--- config.mk ---
export PLATFORM = sky130hd
export DESIGN_NAME = ascii_speed_command_parser_unit_flat
export DESIGN_NICKNAME = d
export VERILOG_FILES = /design/src/sv/ascp_pkg.sv /design/src/sv/ascp_rx_if.sv /design/src/sv/ascp_cmd_if.sv /design/src/sv/ascp_frame.sv /design/src/sv/ascp_decode.sv /design/src/sv/ascii_speed_command_parser_unit.sv /design/src/flat_wrapper.sv
export VERILOG_INCLUDE_DIRS = /design/src /design/src/sv
export SDC_FILE = /design/constraint.sdc
export NUM_CORES = 1
export LEC_CHECK = 0
export ABC_AREA = 1
export BUFFER_PORTS_ARGS = -buffer_cell sky130_fd_sc_hd__buf_2
export CORE_ASPECT_RATIO = 0.75
export CORE_MARGIN = 2
export CORE_UTILIZATION = 61
export CTS_CLUSTER_SIZE = 12
export DETAILED_ROUTE_END_ITERATION = 10
export GPL_TIMING_DRIVEN = 1
export PLACE_DENSITY = 0.88
export SYNTH_ARGS = -nofsm -noshare
export SYNTH_HDL_FRONTEND = slang
export SYNTH_SLANG_ARGS = --single-unit
--- constraint.sdc ---
create_clock -name clk -period 10.8 [get_ports clk]
set_input_delay 2.16 -clock clk [delete_from_list [all_inputs] [get_ports clk]]
set_output_delay 2.16 -clock clk [all_outputs]
set_load 0.01 [all_outputs]
--- src/sv/ascii_speed_command_parser_unit_assert.svh ---
// Assertion macros for the ASCII speed command parser.
// Depends on nothing; included by the top level only.
`ifndef ASCII_SPEED_COMMAND_PARSER_UNIT_ASSERT_SVH
`define ASCII_SPEED_COMMAND_PARSER_UNIT_ASSERT_SVH

// Same-cycle implication, masked while reset is asserted.
`define ASCP_ASSERT_NOW(label, clk, rst_n, ante, cons, msg) \
	label: assert property (@(posedge clk) disable iff (!rst_n) (ante) |-> (cons)) \
		else $error(msg);

// Next-cycle implication, masked while reset is asserted.
`define ASCP_ASSERT_NEXT(label, clk, rst_n, ante, cons, msg) \
	label: assert property (@(posedge clk) disable iff (!rst_n) (ante) |=> (cons)) \
		else $error(msg);

`endif

--- src/sv/ascp_pkg.sv ---
// Shared types and constants of the ASCII speed command parser.
// No dependencies; imported by the frame, decode and top-level modules.
package ascp_pkg;

	typedef logic [7:0] byte_t;

	localparam byte_t CH_START = 8'h23; // '#'
	localparam byte_t CH_END   = 8'h2E; // '.'
	localparam byte_t CH_SPEED = 8'h53; // 'S'
	localparam byte_t CH_DIGIT = 8'h44; // 'D'
	localparam byte_t CH_RAW   = 8'h47; // 'G'
	localparam byte_t CH_MINUS = 8'h2D; // '-'
	localparam byte_t CH_ZERO  = 8'h30; // '0'

	// Decode reads positions 1 (letter), 2 (sign/argument), 3..7 (digits).
	localparam int DIGITS   = 5;
	localparam int LAST_POS = 7;

	localparam int SUM_W   = 23; // holds 11111 * (-48 .. 207) and its negation
	localparam int LIMIT_W = 15;
	localparam int SPEED_W = 16;

	localparam logic [LIMIT_W-1:0] SPEED_LIMIT_RESET = 15'd25000;

	localparam logic signed [SUM_W-1:0] WEIGHT [DIGITS] = '{
		23'sd10000, 23'sd1000, 23'sd100, 23'sd10, 23'sd1
	};

	typedef enum logic [1:0] {
		KIND_NONE,
		KIND_SPEED,
		KIND_DIGIT,
		KIND_RAW
	} cmd_kind_t;

	// Snapshot of the frame positions that the decode looks at.
	// digit[0] is position 3, the most significant digit.
	typedef struct packed {
		byte_t                   cmd;
		byte_t                   arg;
		byte_t [DIGITS-1:0]      digit;
	} frame_view_t;

	// Decoded frame held between the decode stage and the clamp.
	typedef struct packed {
		cmd_kind_t               kind;
		logic                    negate;
		logic signed [SUM_W-1:0] sum;
		byte_t                   test_value;
		logic                    overflow;
	} decode_t;

	// (b - '0') * weight; the byte is not checked for being a digit.
	function automatic logic signed [SUM_W-1:0] digit_term(
		input byte_t                   b,
		input logic signed [SUM_W-1:0] w
	);
		logic signed [SUM_W-1:0] v;
		v = $signed({{(SUM_W-8){1'b0}}, b}) - $signed({{(SUM_W-8){1'b0}}, CH_ZERO});
		return v * w;
	endfunction

endpackage

--- src/sv/ascp_rx_if.sv ---
// Receive channel of the ASCII speed command parser: one UART byte per beat.
// No dependencies.
interface ascp_rx_if;
	logic       valid;
	logic       ready;
	logic [7:0] rx_byte;
	logic       rx_error;

	modport source (output valid, rx_byte, rx_error, input ready);
	modport sink   (input valid, rx_byte, rx_error, output ready);
endinterface

--- src/sv/ascp_cmd_if.sv ---
// Command channel of the ASCII speed command parser: one decoded frame per beat.
// No dependencies.
interface ascp_cmd_if;
	logic        valid;
	logic        ready;
	logic [1:0]  cmd_kind;
	logic [15:0] speed;
	logic [7:0]  test_value;
	logic        overflow_error;

	modport source (output valid, cmd_kind, speed, test_value, overflow_error, input ready);
	modport sink   (input valid, cmd_kind, speed, test_value, overflow_error, output ready);
endinterface

--- src/sv/ascp_frame.sv ---
// Frame collector: write position, sticky overflow and the stored positions
// that the decode reads. Depends on ascp_pkg.
module ascp_frame import ascp_pkg::*; #(
	parameter int FRAME_LIMIT = 40
) (
	input  logic        clk,
	input  logic        arst_n,
	input  logic        upd,
	input  byte_t       rx_byte,
	output frame_view_t view,
	output logic        overflow
);

	localparam int POS_W = $clog2(FRAME_LIMIT + 1);

	logic [POS_W-1:0] wpos_q;
	logic             ovf_q;
	byte_t            slot_q [1:LAST_POS];
	logic [POS_W:0]   wpos_inc;
	logic             sat;

	assign wpos_inc = {1'b0, wpos_q} + {{POS_W{1'b0}}, 1'b1};
	assign sat      = (wpos_inc >= (POS_W+1)'(FRAME_LIMIT));

	// Position 0 and positions past LAST_POS are written but never read,
	// so only positions 1..LAST_POS are kept.
	always_ff @(posedge clk or negedge arst_n) begin
		if (!arst_n) begin
			wpos_q <= '0;
			ovf_q  <= 1'b0;
			for (int i = 1; i <= LAST_POS; i++) begin
				slot_q[i] <= '0;
			end
		end else if (upd) begin
			if (rx_byte == CH_START) begin
				wpos_q <= POS_W'(1);
			end else if (rx_byte != CH_END) begin
				for (int i = 1; i <= LAST_POS; i++) begin
					if (wpos_q == POS_W'(i)) begin
						slot_q[i] <= rx_byte;
					end
				end
				if (sat) begin
					wpos_q <= POS_W'(FRAME_LIMIT);
					ovf_q  <= 1'b1;
				end else begin
					wpos_q <= wpos_inc[POS_W-1:0];
				end
			end
		end
	end

	always_comb begin
		view.cmd = slot_q[1];
		view.arg = slot_q[2];
		for (int i = 0; i < DIGITS; i++) begin
			view.digit[i] = slot_q[3 + i];
		end
	end

	assign overflow = ovf_q;

endmodule

--- src/sv/ascp_decode.sv ---
// Decode stage: command letter, test value and weighted digit sum of a
// completed frame, registered. Depends on ascp_pkg.
module ascp_decode import ascp_pkg::*; (
	input  logic        clk,
	input  logic        ld,
	input  frame_view_t view,
	input  logic        overflow,
	output decode_t     dec_s2
);

	decode_t                 dec;
	logic signed [SUM_W-1:0] sum;

	always_comb begin
		sum = '0;
		for (int i = 0; i < DIGITS; i++) begin
			sum = sum + digit_term(view.digit[i], WEIGHT[i]);
		end
	end

	always_comb begin
		dec.negate     = (view.arg == CH_MINUS);
		dec.sum        = sum;
		dec.overflow   = overflow;
		dec.test_value = '0;
		unique case (view.cmd)
			CH_SPEED: dec.kind = KIND_SPEED;
			CH_DIGIT: begin
				dec.kind       = KIND_DIGIT;
				dec.test_value = view.arg - CH_ZERO;
			end
			CH_RAW: begin
				dec.kind       = KIND_RAW;
				dec.test_value = view.arg;
			end
			default: dec.kind = KIND_NONE;
		endcase
	end

	// Payload only; the valid bit lives in the top level.
	always_ff @(posedge clk) begin
		if (ld) begin
			dec_s2 <= dec;
		end
	end

endmodule

--- src/sv/ascii_speed_command_parser_unit.sv ---
// Top level of the ASCII speed command parser: input register, frame
// collector, decode stage, clamp and result register. Depends on ascp_pkg,
// ascp_rx_if, ascp_cmd_if, ascp_frame, ascp_decode and the assertion header.
//
//  Port     | Dir  | Beat carries
//  ---------+------+-------------------------------------------------------
//  rx       | in   | rx_byte, rx_error: one received UART byte
//  cmd      | out  | cmd_kind, speed, test_value, overflow_error: one frame
//  cfg_*    | in   | cfg_wdata: speed_limit, written when cfg_we is high
//
//  One byte is taken per cycle while rx.ready is high; a '.' passes the
//  input register, the decode register and the result register before
//  its beat shows up on cmd.
//  Other bytes only update the frame and give no beat.
//  Reset (arst_n low) empties the pipeline, clears the frame and the
//  overflow flag and loads speed_limit with 25000.
//  A stalled cmd holds the result register; bytes other than '.' keep
//  flowing into the frame, the next '.' waits in the decode register, and
//  rx.ready drops once another byte waits behind it in the input register.

`include "ascii_speed_command_parser_unit_assert.svh"

module ascii_speed_command_parser_unit import ascp_pkg::*; #(
	parameter int FRAME_LIMIT = 40
) (
	input  logic               clk,
	input  logic               arst_n,
	ascp_rx_if.sink            rx,
	ascp_cmd_if.source         cmd,
	input  logic               cfg_we,
	input  logic [LIMIT_W-1:0] cfg_wdata
);

	// Input register.
	logic  valid_s1;
	byte_t byte_s1;
	logic  err_s1;

	// Decode register.
	logic    valid_s2;
	decode_t dec_s2;

	// Result register.
	logic                 out_valid_q;
	cmd_kind_t            kind_q;
	logic [SPEED_W-1:0]   speed_q;
	byte_t                tv_q;
	logic                 ovf_q;

	logic [LIMIT_W-1:0]   limit_q;

	logic out_ld, s2_free, s1_free, s1_ok, s1_end;

	frame_view_t view;
	logic        frame_ovf;

	logic signed [SUM_W-1:0] signed_sum;
	logic signed [SUM_W-1:0] lim;
	logic signed [SUM_W-1:0] clamped;
	logic [SPEED_W-1:0]      speed_d;

	// Each stage advances when the stage after it is empty or advancing.
	assign out_ld  = !out_valid_q || cmd.ready;
	assign s2_free = !valid_s2 || out_ld;
	assign s1_free = !valid_s1 || s2_free;
	assign rx.ready = s1_free;

	// Drop bytes with a line error; only a clean '.' makes a result.
	assign s1_ok  = valid_s1 && s2_free && !err_s1;
	assign s1_end = s1_ok && (byte_s1 == CH_END);

	always_ff @(posedge clk or negedge arst_n) begin
		if (!arst_n) begin
			valid_s1 <= 1'b0;
		end else if (s1_free) begin
			valid_s1 <= rx.valid;
		end
	end

	always_ff @(posedge clk) begin
		if (s1_free && rx.valid) begin
			byte_s1 <= rx.rx_byte;
			err_s1  <= rx.rx_error;
		end
	end

	ascp_frame #(
		.FRAME_LIMIT(FRAME_LIMIT)
	) u_frame (
		.clk      (clk),
		.arst_n   (arst_n),
		.upd      (s1_ok),
		.rx_byte  (byte_s1),
		.view     (view),
		.overflow (frame_ovf)
	);

	ascp_decode u_decode (
		.clk      (clk),
		.ld       (s1_end),
		.view     (view),
		.overflow (frame_ovf),
		.dec_s2   (dec_s2)
	);

	always_ff @(posedge clk or negedge arst_n) begin
		if (!arst_n) begin
			valid_s2 <= 1'b0;
		end else if (s2_free) begin
			valid_s2 <= s1_end;
		end
	end

	// Apply the sign, then clamp to +/- speed_limit.
	always_comb begin
		signed_sum = dec_s2.negate ? -dec_s2.sum : dec_s2.sum;
		lim        = $signed({{(SUM_W-LIMIT_W){1'b0}}, limit_q});
		priority if (signed_sum > lim) begin
			clamped = lim;
		end else if (signed_sum < -lim) begin
			clamped = -lim;
		end else begin
			clamped = signed_sum;
		end
		speed_d = (dec_s2.kind == KIND_SPEED) ? clamped[SPEED_W-1:0] : '0;
	end

	always_ff @(posedge clk or negedge arst_n) begin
		if (!arst_n) begin
			out_valid_q <= 1'b0;
		end else if (out_ld) begin
			out_valid_q <= valid_s2;
		end
	end

	always_ff @(posedge clk) begin
		if (out_ld && valid_s2) begin
			kind_q  <= dec_s2.kind;
			speed_q <= speed_d;
			tv_q    <= dec_s2.test_value;
			ovf_q   <= dec_s2.overflow;
		end
	end

	always_ff @(posedge clk or negedge arst_n) begin
		if (!arst_n) begin
			limit_q <= SPEED_LIMIT_RESET;
		end else if (cfg_we) begin
			limit_q <= cfg_wdata;
		end
	end

	assign cmd.valid          = out_valid_q;
	assign cmd.cmd_kind       = kind_q;
	assign cmd.speed          = speed_q;
	assign cmd.test_value     = tv_q;
	assign cmd.overflow_error = ovf_q;

	// A clean '.' always lands in the decode register on the next edge.
	`ASCP_ASSERT_NEXT(a_end_reaches_s2, clk, arst_n, s1_end, valid_s2,
		"end byte lost before decode")
	// Overflow never clears once set.
	`ASCP_ASSERT_NEXT(a_overflow_sticky, clk, arst_n, frame_ovf, frame_ovf,
		"overflow flag cleared")
	// Only a speed command carries a speed.
	`ASCP_ASSERT_NOW(a_speed_only_for_s, clk, arst_n,
		cmd.valid && (cmd.cmd_kind != KIND_SPEED), cmd.speed == '0,
		"speed set on non-speed result")

endmodule
--- src/flat_wrapper.sv ---
// flat-port wrapper written by rule: the top's interface ports become plain ports
module ascii_speed_command_parser_unit_flat import ascp_pkg::*;
#(
	parameter int FRAME_LIMIT = 40
)
  (clk, arst_n, cfg_we, cfg_wdata, rx_valid, rx_rx_byte, rx_rx_error, rx_ready, cmd_valid, cmd_cmd_kind, cmd_speed, cmd_test_value, cmd_overflow_error, cmd_ready);
  ascp_rx_if rx_i ();
  ascp_cmd_if cmd_i ();
  input  logic clk;
  input  logic arst_n;
  input  logic cfg_we;
  input  logic [LIMIT_W-1:0] cfg_wdata;
  input wire logic [$bits(rx_i.valid)-1:0] rx_valid;
  input wire logic [$bits(rx_i.rx_byte)-1:0] rx_rx_byte;
  input wire logic [$bits(rx_i.rx_error)-1:0] rx_rx_error;
  output wire logic [$bits(rx_i.ready)-1:0] rx_ready;
  output wire logic [$bits(cmd_i.valid)-1:0] cmd_valid;
  output wire logic [$bits(cmd_i.cmd_kind)-1:0] cmd_cmd_kind;
  output wire logic [$bits(cmd_i.speed)-1:0] cmd_speed;
  output wire logic [$bits(cmd_i.test_value)-1:0] cmd_test_value;
  output wire logic [$bits(cmd_i.overflow_error)-1:0] cmd_overflow_error;
  input wire logic [$bits(cmd_i.ready)-1:0] cmd_ready;
  assign rx_i.valid = rx_valid;
  assign rx_i.rx_byte = rx_rx_byte;
  assign rx_i.rx_error = rx_rx_error;
  assign rx_ready = rx_i.ready;
  assign cmd_valid = cmd_i.valid;
  assign cmd_cmd_kind = cmd_i.cmd_kind;
  assign cmd_speed = cmd_i.speed;
  assign cmd_test_value = cmd_i.test_value;
  assign cmd_overflow_error = cmd_i.overflow_error;
  assign cmd_i.ready = cmd_ready;
  ascii_speed_command_parser_unit #(.FRAME_LIMIT(FRAME_LIMIT)) u_core (.clk(clk), .arst_n(arst_n), .rx(rx_i), .cmd(cmd_i), .cfg_we(cfg_we), .cfg_wdata(cfg_wdata));
endmodule
Word-level counts from Yosys, hierarchy flattened --
Cells that the tools add are included.
Storage, ports and cells: register bits 152, input port bits 29, output and inout bits 29, word-level logic and storage cells 93
Cells by class: add/sub/neg operators 13, $mul 4, order comparisons 3, equal/unequal tests 15, multiplexer cells 8, bitwise operators 2, reduce and logical (&&, ||, !) cells 23
Operators by type and width (number):
- 8-bit by 6-bit subtractor with 9-bit output (second input constant) | 5
- 4-bit AND reduction | 8
- 6-bit by 3-bit == test with 1-bit output (second input constant) | 4
- 8-bit by 6-bit == test with 1-bit output (second input constant) | 3
- 8-bit by 7-bit == test with 1-bit output (second input constant) | 3
- 23-bit by 14-bit adder with 23-bit output | 1
- 23-bit by 17-bit adder with 23-bit output | 1
- 23-bit by 20-bit adder with 23-bit output | 1
- 23-bit by 9-bit adder with 23-bit output | 1
- 23-bit by 16-bit > comparator with 1-bit output | 1
- 23-bit less-than comparator | 1
- 23-bit by 11-bit multiplier with 19-bit output (second input constant) | 1
- 23-bit two-way mux | 1
- 15-bit negation with 23-bit output | 1
- 23-bit negation | 1
- 6-bit two-way mux | 3
- 9-bit by 8-bit multiplier with 17-bit output (second input constant) | 1
- 16-bit two-way mux | 1
- 8-bit case mux with 2 select lines | 1
- 9-bit by 6-bit multiplier with 15-bit output (second input constant) | 1
- 15-bit two-way mux | 1
- 9-bit by 4-bit multiplier with 13-bit output (second input constant) | 1
- 6-bit by 2-bit == test with 1-bit output (second input constant) | 2
- 8-bit by 6-bit inequality test with 1-bit output (second input constant) | 1
- other kinds (13) | 23

Depth between registers and ports, before layout --
Gate-level depths: netlist of the first run.
word-level depth 6, depth in mapped cells 42, mapped depth without buffers 42

Cells and area by module --
Synthesis of the first run repeated with hierarchy kept, for this count alone.
Second synthesis, totals: cells, all modules 1832, area, all modules 15526.1 µm²
Modules (own cells, without submodules):
- ascp_decode | times used 1, cells each 979, area each 8463.1 µm²
- ascii_speed_command_parser_unit | times used 1, cells each 563, area each 4406.7 µm²
- ascp_frame | times used 1, cells each 290, area each 2656.3 µm²

Least setup slack after synthesis of the first run --
OpenSTA, ideal clock, no wires.
path kind reg2reg, from register u_core.u_frame.slot_q (netlist bit u_core.u_frame.view[12]), to register u_core.u_decode.dec_s2[31] (netlist name), arrival time 7.434 ns, data required time 10.547 ns, path slack 3.113 ns, stages on the path, launching flop included 36, buffers on the path 0, cell sequence dfrtp_1 ha_1 nor2_2 inv_1 fa_1 inv_1 fa_1 fa_1 inv_1 fa_1 inv_1 ha_1 a21oi_1 o21a_1 nand2_1 nand2_1 nand2_1 nand2_1 nand2_1 nand2_1 nand2_1 a21oi_1 xnor2_1 fa_1 inv_1 fa_1 inv_1 fa_1 ha_1 nand2_1 nor3_1 nand4_1 o311ai_0 inv_1 nand2_1 nand2_1
RTL lines:
- from (decl) | line ascp_frame.sv:18 | byte_t slot_q [1:LAST_POS];
- from (signal, indexed assignment) | line ascp_frame.sv:40 | slot_q[i] <= rx_byte;

==> metrics.yaml, run 1 <==
worst_hold_path:
  hold_start: "u_core.u_decode.dec_s2[1]"
  min_path_cells: 0
  hold_path_class: "reg2reg"
  hold_end: "u_core.cmd.test_value[0]"
setup_path:
  endpoint_kind: "flop"
  start_kind: "flop"
  rr_startpoint: "u_core.u_frame.view[12]"
  critPathRequiredTime_ns: 10.99
  worstPathArrival_ns: 8.54
  worstPathMaxFanout: 11
  reg2reg_depth: 36
  rrSetupSlack_ns: 2.45
  r2r_end: "u_core.u_decode.dec_s2[31]"
  worst-setup-path-type: "reg2reg"
  cp_slowest_cell: "fa_1"
  cpMostUsedCell: "nand2_1"
  cp_slowest_stage_delay_ns: 0.58
sta:
  postLayoutSetupSlackWorst_ns: 2.45
  relSlewSlack_pct: 37.4
  rsz0062_at_grt: "no"
  fin_crit_ns: 8.35
  timing.final.crit_share_pct: 77.3
  fmax_ghz: 0.120
  finalMaxSlewViolations: 0
  clock_skew_ns: 0.0137
  finalSetupViolCount: 0
  worstMarginPinSlew_ns: 0.939
  tns_ns: 0
  hold_viol: 0
detailed_routing:
  wl_per_cell_um: 16.0
  via_count: 12200
  drc: 0
  first_iter_violations: 1143
  final_antenna_net_count: 0
  first_pass_iters: 10
  drt_wl_total_um: 35200
  via_per_inst: 5.58
logic_synthesis:
  ys_seq_area_share_pct: 27.1
  ys_types: 59
  synth-seq-cells: 152
  async_reset_ff_share_pct: 53.3
  synth_flop_cell: "dfrtp_1"
  postSynthCellCount: 1782
  mappedNetlistNets: 2128
  syn_area_per_cell_um2: 8.64
  synth.yosys.warnings: 0
  syn-cell-area_um2: 15400
  synth-edff-count: 71
floorplan:
  initial_utilization_pct: 61.8
  io_pins: 58
  dieArea_um2: 26500
  die_h_um: 142
  die_x_um: 187
  core_area_um2: 24900
  placement_rows: 50
global_routing:
  overflow: 0
  antenna_found_initial: 0
  grt.total_usage_pct: 27.5
  grt_pass1_wl_um: 58600
  grt_pass1_vias: 12500
  grt_max_degree: 72
placed_design:
  dp_slack_ns: 2.47
  place_area_um2: 16000
  place_hpwl_um: 27700
  gp_congestion: 0.902
  io_buffer_count: 57
cts:
  clk_latency_ns: 0.44
  cts_buffer_depth: 2
  cts_tree: "built"
  htreeDepth: 4
  cts_buffers: 17
  cts_num_sinks: 152
  hold_buffers: 0
  cts_setup_buffers: 0
  cts.reportedPaths.clkPinSlew_ns: 0.07
  cts_resized: 0
  root_buffer: "clkbuf_16"
finish:
  area_delta_synth_final_pct: 7.79
  finalInstanceArea_um2: 16600
  drive_gt1_share_pct: 10.4
  antenna_cells: 0
  layout_commonest_cell: "nand2_1"
  finalNetCount: 2187
  multi_input_area_um2: 9760
  fill_cells: 1855
  mostFrequentLayoutCells: "nand2_1, inv_1, ha_1"
  seqCellArea_um2: 4170
run_status:
  status: "complete, no violations"
run:
  cap_viol_max_count: 0
metrics by stage:
| step | util [%] | hold slack [ns] | cells |
|---|---|---|---|
| floorplan | - | 0.400 | 1782 |
| CTS | 66.6 | 0.423 | 2192 |
| detailed placement | 64.2 | 0.406 | 2160 |
| global placement | 64.2 | 0.402 | 2160 |
| global route | 66.6 | 0.428 | 2192 |
| finish | 66.6 | 0.422 | 2192 |
how the worst max path moves through the flow:
stage,start,to,slack (ns),depth (start not counted)
after global placement,u_core.u_frame.view[12],u_core.u_decode.dec_s2[31],2.69,35
final,u_core.u_frame.view[12],u_core.u_decode.dec_s2[31],2.45,36
after CTS,u_core.u_frame.view[12],u_core.u_decode.dec_s2[31],2.46,35
after detailed placement,u_core.u_frame.view[12],u_core.u_decode.dec_s2[31],2.47,35
after floorplan,u_core.u_frame.view[12],u_core.u_decode.dec_s2[31],3.11,35
after global routing,u_core.u_frame.view[12],u_core.u_decode.dec_s2[31],1.85,36
Yosys cell counts, types with 3 or more instances:
cell type	n	area [um^2]
nand2_1	348	1310
inv_1	336	1260
ha_1	209	2620
fa_1	108	2160
nor2_1	81	304
dfrtp_1	75	1880
nand3_1	72	360
edfxtp_1	71	2130
a21oi_1	68	340
xor2_1	64	561
o21ai_1	54	270
o21ai_0	50	250
xnor2_1	36	315
nand2_2	27	169
nand4_1	20	125
nand3_2	17	170
nor3_1	15	75.1
inv_2	13	48.8
a21oi_2	10	87.6
nand3b_1	10	75.1
a31oi_1	9	56.3
buf_2	7	35.0
clkbuf_1	6	22.5
dfstp_2	6	158
nor2_2	5	31.3
nor2_4	5	56.3
o21a_1	5	37.5
a21o_1	4	30.0
nor4_1	4	25.0
a211oi_1	3	22.5
and2_1	3	18.8
buf_6	3	33.8
clkbuf_8	3	41.3
nand2_4	3	33.8
o22ai_1	3	18.8
kinds of logic (layout without fill, tap and decap cells):
group / count (synthesis) / in the layout / share of synthesized area, %
buffers and inverters: 372 / 444 / 9.63
XOR/XNOR: 100 / 100 / 5.69
AO/OA/AOI/OAI: 218 / 218 / 7.87
AND/OR/NAND/NOR: 622 / 622 / 18.7
adder cells (fa/ha/maj): 317 / 317 / 31.0
other: 1 / 1 / 0.0244
flip-flops: 152 / 152 / 27.1
flip-flops by register name, summed over array words and instances (netlist names), 2 cells and up:
register                count
u_core.limit_q             15
u_core.cmd.speed           16
u_core.cmd.cmd_kind         2
u_core.byte_s1              8
u_core.cmd.test_value       8
u_core.u_decode.dec_s2     35
u_core.u_frame.wpos_q       6
u_core.u_frame.view        56
layer usage:
metal	wire length [um]	global-route usage, %	vias up
li1	-	-	5832
met1	14700	34.9	5828
met2	17200	48.0	490
met3	2500	5.00	83
met4	852	9.12	0
met5	0	0	-
worst max-delay path, delay by kind of cell, from the launching register on:
kind | cells | cell delay [ns]
buffers and inverters | 7 | 0.62
XOR/XNOR | 1 | 0.19
adder cells (fa/ha/maj) | 10 | 4.62
flip-flops | 1 | 0.43
AND/OR/NAND/NOR | 16 | 1.77
AO/OA/AOI/OAI | 2 | 0.46
area by class of cell:
type | instances | share of cell area, %
clock buffers | 17 | 2.56
repair buffers | 61 | 1.92
flip-flops and latches | 152 | 25.1
inverters | 351 | 7.97
clock inverters | 15 | 1.09
well taps | 338 | 2.55
multi-input cells | 1258 | 58.8
Power of run 1 is left out: the tool's default activity adds up to more than one toggle a clock period on the data nets, which glitch-free logic cannot reach.
==> inputs of run 2 (changes only) <==
--- a/config.mk
+++ b/config.mk
@@ -6,11 +6,11 @@
 export SDC_FILE = /design/constraint.sdc
 export NUM_CORES = 1
 export LEC_CHECK = 0
-export ABC_AREA = 1
+export ABC_AREA = 0
 export BUFFER_PORTS_ARGS = -buffer_cell sky130_fd_sc_hd__buf_2
 export CORE_ASPECT_RATIO = 0.75
 export CORE_MARGIN = 2
-export CORE_UTILIZATION = 61
+export CORE_UTILIZATION = 58
 export CTS_CLUSTER_SIZE = 12
 export DETAILED_ROUTE_END_ITERATION = 10
 export GPL_TIMING_DRIVEN = 1
==> constraint.sdc (replaced) <==
create_clock -name clk -period 7.3 [get_ports clk]
set_input_delay 1.46 -clock clk [delete_from_list [all_inputs] [get_ports clk]]
set_output_delay 1.46 -clock clk [all_outputs]
set_load 0.01 [all_outputs]
==> run 2 against run 1 <==
The run now ends with negative setup slack left; count of clock-buffer cells in the layout did not move; wire length rose by 5.0%; synthesized cell count fell by 19%; register-to-register slack got worse by 2.8 ns; area after synthesis fell by 4.6%; critical path type unchanged; largest cell class unchanged; highest routed layer unchanged.
==> metrics.yaml, run 2 <==
worst_hold_path:
  hold_path_class: "reg2reg"
finish:
  antenna_cells: 0  # unchanged
  instances_no_fill: 1907  # -13%
  largest_reg_flops: 56  # unchanged
  fill_cells: 1681  # -9.4%
  finalNetCount: 1902  # -13%
  mostFrequentLayoutCells: "inv_1, ha_1, fa_1"
  multi_input_area_um2: 10000  # +2.9%
  drive_gt1_share_pct: 20.1  # +9.8 points
  seqCellArea_um2: 4170  # +0.12%
  layout_commonest_cell: "inv_1"
  area_delta_synth_final_pct: 15.3
setup_path:
  cp_slowest_cell: "fa_1"
  worstPathArrival_ns: 7.82  # -0.72 ns
  cp_slowest_stage_delay_ns: 0.63  # +0.05 ns
  cpMostUsedCell: "fa_1"
  critPathRequiredTime_ns: 7.48  # -3.51 ns
  crit_family: "adder cells"
  start_kind: "flop"
  worst-setup-path-type: "reg2reg"
  endpoint_kind: "flop"
  worstPathMaxFanout: 6  # -5
  cp.buffers_inverters: 5  # -2
floorplan:
  io_pins: 58  # unchanged
  placement_rows: 50  # unchanged
  core_area_um2: 24900  # unchanged
  die_h_um: 142  # +0.16%
  initial_utilization_pct: 59.0  # -2.8 points
  dieArea_um2: 26600  # +0.33%
  die_x_um: 188  # +0.16%
global_routing:
  grt_pass1_wl_um: 58200  # -0.76%
  overflow: 0  # unchanged
  grt.total_usage_pct: 27.5  # +0.033 points
  grt_pass1_vias: 11900  # -4.6%
  antenna_found_initial: 0  # unchanged
  grt_max_degree: 55  # -24%
detailed_routing:
  drc: 0  # unchanged
  via_count: 11400  # -7.1%
  wl_per_cell_um: 19.4  # +21%
  drt_wl_total_um: 36900  # +5.0%
  first_iter_violations: 1047  # -8.4%
  final_antenna_net_count: 0  # unchanged
  via_per_inst: 5.96  # +6.8%
  first_pass_iters: 6  # -4
logic_synthesis:
  ys_seq_area_share_pct: 28.4  # +1.3 points
  synth.yosys.warnings: 0  # unchanged
  syn_area_per_cell_um2: 10.2  # +18%
  synth_top_area_share_pct: 17.8  # +0.82 points
  synth_area_leaders: "ha_1, fa_1, edfxtp_1"
  ys_types: 65  # +10%
  yosysMostFrequentCell: "inv_1"
  synth_flop_cell: "dfrtp_1"
  async_reset_ff_share_pct: 53.3  # unchanged
  synth-seq-cells: 152  # unchanged
  synth_common_cells: "inv_1, ha_1, fa_1"
  synth-edff-count: 71  # unchanged
  postSynthCellCount: 1439  # -19%
  mappedNetlistNets: 1785  # -16%
  syn-cell-area_um2: 14700  # -4.6%
  synth_area_leader_cell: "ha_1"
sta:
  worstMarginPinSlew_ns: 1.22  # +0.284 ns
  finalSetupViolCount: 2  # +2
  rsz0062_at_grt: "yes"
  postLayoutSetupSlackWorst_ns: -0.335  # -2.79 ns
  hold_viol: 0  # unchanged
  fin_crit_ns: 7.63  # -0.711 ns
  finalMaxSlewViolations: 0  # unchanged
  clock_skew_ns: 0.0148  # +0.00112 ns
  fmax_ghz: 0.131  # +9.3%
  relSlewSlack_pct: 18.4  # -19 points
  timing.final.crit_share_pct: 105  # +27 points
cts:
  cts.reportedPaths.clkPinSlew_ns: 0.07  # about the same
  hold_buffers: 0  # unchanged
  cts_buffers: 17  # unchanged
  cts_tree: "built"
  htreeDepth: 4  # unchanged
  clk_latency_ns: 0.45  # about the same
  cts_num_sinks: 152  # unchanged
  cts_buffer_depth: 2  # unchanged
  root_buffer: "clkbuf_16"
run_status:
  violations: "negative setup slack"
  status: "finished with violations"
placed_design:
  place_hpwl_um: 25800  # -7.0%
  gp_congestion: 0.920  # +2.1%
  dp_slack_ns: -0.279  # -2.74 ns
  io_buffer_count: 57  # unchanged
  dp_cells: 1864  # -14%
run:
  cap_viol_max_count: 0  # unchanged
[run 2: cell types whose count changed after synthesis, sizes merged, moves of 19 or more]
cell,delta
a21oi,-19
inv,-119
mux2,+57
nand2,-303
nand3,-72
nor2,-19
nor2b,+20
o21ai,-38
xnor2,+47
xor2,-35
[run 2: worst paths after layout]
path / from / to / slack [ns] / cells after the start
min in group asynchronous: arst_n / u_core.limit_q[11] / 0.97 / 1
max in group asynchronous: arst_n / u_core.u_frame.view[5] / 5.22 / 2
worst max-delay path: u_core.u_frame.view[9] / u_core.u_decode.dec_s2[31] / -0.33 / 28
worst min register to register: u_core.u_decode.dec_s2[5] / u_core.cmd.test_value[4] / 0.42 / 0
worst max register to register: u_core.u_frame.view[9] / u_core.u_decode.dec_s2[31] / -0.33 / 28
worst min-delay path: u_core.u_decode.dec_s2[5] / u_core.cmd.test_value[4] / 0.42 / 0
[run 2: cells by family (layout without fill, tap and decap cells)]
kind of cell             Yosys count  after routing  share of synthesized area, %
AO/OA/AOI/OAI                    237            237                          10.4
XOR/XNOR                         112            112                          6.68
adder cells (fa/ha/maj)          317            317                          32.5
buffers and inverters            256            386                          6.65
flip-flops                       152            152                          28.4
multiplexers                      72             72                          5.42
other                              1              1                        0.0255
AND/OR/NAND/NOR                  292            292                          9.89
[run 2: worst register-to-register path: cells and delay by family (launching register included)]
family          cells  cell delay [ns]
compound gates      9             1.96
xor+xnor            2             0.25
flops               1             0.53
fa+ha+maj           9             3.67
buf+inv             5             0.39
simple gates        3             0.58
[run 2: per-stage QoR]
step | hold WS [ns] | cell area (um^2) | utilization, % | TNS, ns
5_1_grt | 0.441 | 16900 | 68.0 | -1.24
6_report | 0.417 | 16900 | 68.0 | -0.419
3_5_place_dp | 0.405 | 15800 | 63.5 | -0.591
3_3_place_gp | 0.402 | 15800 | 63.5 | -0.00568
4_1_cts | 0.421 | 16700 | 67.1 | -0.101
2_1_floorplan | 0.400 | 14800 | - | 0
[run 2: repair_timing]
action / 4_1_cts / 5_1_grt
resized for setup: 43 / 37
buffers inserted: 5 / 6
endpoints found under the setup margin: 4 / 6
pin swaps: 49 / 31
[run 2: per-layer routing]
metal | wire length (um) | track usage [%] | up-vias | part of all wire, %
met3 | 2420 | 5.86 | 146 | 6.6
met2 | 18400 | 49.4 | 513 | 50
met1 | 14600 | 32.3 | 5554 | 40
li1 | - | - | 5153 | -
met4 | 1450 | 11.1 | 0 | 3.9
met5 | 0 | 0 | - | 0
[run 2: area by class of cell]
| class | count | area share (%) |
|---|---|---|
| Timing Repair Buffer | 123 | 4.69 |
| Clock buffer | 17 | 2.51 |
| Multi-Input combinational cell | 1031 | 59.3 |
| Clock inverter | 15 | 1.26 |
| Sequential cell | 152 | 24.6 |
| Inverter | 231 | 5.12 |
| Tap cell | 338 | 2.50 |
Power of run 2 is left out for the same reason.
==> inputs of run 3 (changes only) <==
--- a/config.mk
+++ b/config.mk
@@ -15,6 +15,7 @@
 export DETAILED_ROUTE_END_ITERATION = 10
 export GPL_TIMING_DRIVEN = 1
 export PLACE_DENSITY = 0.88
+export SKIP_CTS_REPAIR_TIMING = 1
 export SYNTH_ARGS = -nofsm -noshare
 export SYNTH_HDL_FRONTEND = slang
 export SYNTH_SLANG_ARGS = --single-unit
==> run 3 against run 2 <==
Global-route usage fell by 0.67 points; critical path depth did not move; maximum frequency fell by 2.0%; the run still ends with negative setup slack left; cell count fell by 0.37%; sequential cell count did not move; setup slack got worse by 0.15 ns; clock skew rose by 0.0011 ns; largest cell class unchanged; non-clock buffer count fell by 7.
==> metrics.yaml, run 3 (same netlist as run 2, synthesis figures left out) <==
placed_design:
  dp_slack_ns: -0.279  # unchanged
  io_buffer_count: 57  # unchanged
  place_hpwl_um: 25800  # unchanged
  gp_congestion: 0.920  # unchanged
  dp_cells: 1864  # unchanged
sta:
  finalMaxSlewViolations: 0  # unchanged
  whs_ns: 0.416  # -0.000377 ns
  hold_viol: 0  # unchanged
  fmax_ghz: 0.128  # -2.0%
  fin_crit_ns: 7.79  # +0.153 ns
  rsz0062_at_grt: "yes"
  tns_ns: -1.32  # -0.899 ns
  postLayoutSetupSlackWorst_ns: -0.487  # -0.153 ns
  finalSetupViolCount: 4  # +2
  relSlewSlack_pct: 16.9  # -1.6 points
  worstMarginPinSlew_ns: 1.25  # +0.0235 ns
  clock_skew_ns: 0.0159  # +0.00107 ns
  timing.final.crit_share_pct: 107  # +2.1 points
global_routing:
  grt.total_usage_pct: 26.8  # -0.67 points
  grt_pass1_wl_um: 56900  # -2.3%
  overflow: 0  # unchanged
  grt_util_met2_pct: 47.5  # -1.9 points
  grt_pass1_vias: 11800  # -0.90%
  top_usage_layer: "met2"
  use_met1_pct: 31.6  # -0.76 points
  antenna_found_initial: 0  # unchanged
  grt_max_degree: 55  # unchanged
  use_met3_pct: 6.23  # +0.37 points
cts:
  root_buffer: "clkbuf_16"
  htreeDepth: 4  # unchanged
  cts_buffer_depth: 2  # unchanged
  clk_latency_ns: 0.44  # about the same
  cts.reportedPaths.clkPinSlew_ns: 0.07  # about the same
  cts_buffers: 17  # unchanged
  cts_num_sinks: 152  # unchanged
  cts_tree: "built"
floorplan:
  placement_rows: 50  # unchanged
  core_area_um2: 24900  # unchanged
  io_pins: 58  # unchanged
  die_x_um: 188  # unchanged
  dieArea_um2: 26600  # unchanged
  initial_utilization_pct: 59.0  # unchanged
  die_h_um: 142  # unchanged
detailed_routing:
  first_iter_violations: 1082  # +3.3%
  first_pass_iters: 6  # unchanged
  via_per_inst: 5.94  # -0.26%
  drt_wl_total_um: 36300  # -1.7%
  drc: 0  # unchanged
  wl_per_cell_um: 19.1  # -1.3%
  final_antenna_net_count: 0  # unchanged
  via_count: 11300  # -0.62%
finish:
  multi_input_area_um2: 9990  # -0.56%
  seqCellArea_um2: 4170  # about the same
  area_delta_synth_final_pct: 14.6
  layout_commonest_cell: "inv_1"
  finalNetCount: 1895  # -0.37%
  fill_cells: 1692  # +0.65%
  antenna_cells: 0  # unchanged
  largest_reg_flops: 56  # unchanged
  drive_gt1_share_pct: 19.4  # -0.74 points
  instances_no_fill: 1900  # -0.37%
  mostFrequentLayoutCells: "inv_1, ha_1, fa_1"
setup_path:
  endpoint_kind: "flop"
  rr_startpoint: "u_core.u_frame.view[11]"
  worst-setup-path-type: "reg2reg"
  critPathRequiredTime_ns: 7.48  # about the same
  cp_slowest_cell: "fa_1"
  worstPathArrival_ns: 7.96  # +0.14 ns
  start_kind: "flop"
  cp_slowest_stage_delay_ns: 0.61  # -0.02 ns
  crit_start: "u_core.u_frame.view[11]"
  cpMostUsedCell: "fa_1"
  worstPathMaxFanout: 5  # -1
run_status:
  status: "finished with violations"
  violations: "negative setup slack"
run:
  cap_viol_max_count: 0  # unchanged
worst_hold_path:
  hold_start: "u_core.u_decode.dec_s2[5]"
  hold_path_class: "reg2reg"
[run 3: layout make-up]
type	count	area share (%)
clock inverter	15	1.27
multi-input combinational	1031	59.3
clock buffer	17	2.53
sequential	152	24.8
tap	338	2.51
inverter	231	5.15
timing repair buffer	116	4.44
[run 3: path summary, 6_finish.rpt]
kind                                              end  slack (ns)  depth (start not counted)
max in group asynchronous      u_core.u_frame.view[5]        5.23                          2
max reg2reg                u_core.u_decode.dec_s2[31]       -0.49                         28
min                          u_core.cmd.test_value[4]        0.42                          0
max                        u_core.u_decode.dec_s2[31]       -0.49                         28
min reg2reg                  u_core.cmd.test_value[4]        0.42                          0
min in group asynchronous     u_core.u_frame.view[38]        0.97                          1
[run 3: per-layer routing]
layer / wire length [um] / share of wire (%)
met5: 0 / 0
met3: 2700 / 7.4
met2: 17800 / 49
met1: 14200 / 39
met4: 1530 / 4.2
[run 3: critical path, delay by kind of cell, from the launching register on]
family	cells	cell delay [ns]
xor gates and xnor gates	2	0.31
and+or+nand+nor	3	0.22
buffers and inverters	5	0.41
adders and majority gates	9	3.73
AOI/OAI and AO/OA	9	2.36
DFF	1	0.48
[run 3: metrics by stage]
stage	util (%)	instance area [um^2]
floorplan	-	14800
global placement	63.5	15800
detailed placement	63.5	15800
CTS	66.1	16500
global route	67.6	16800
finish	67.6	16800
Power of run 3 is left out for the same reason.
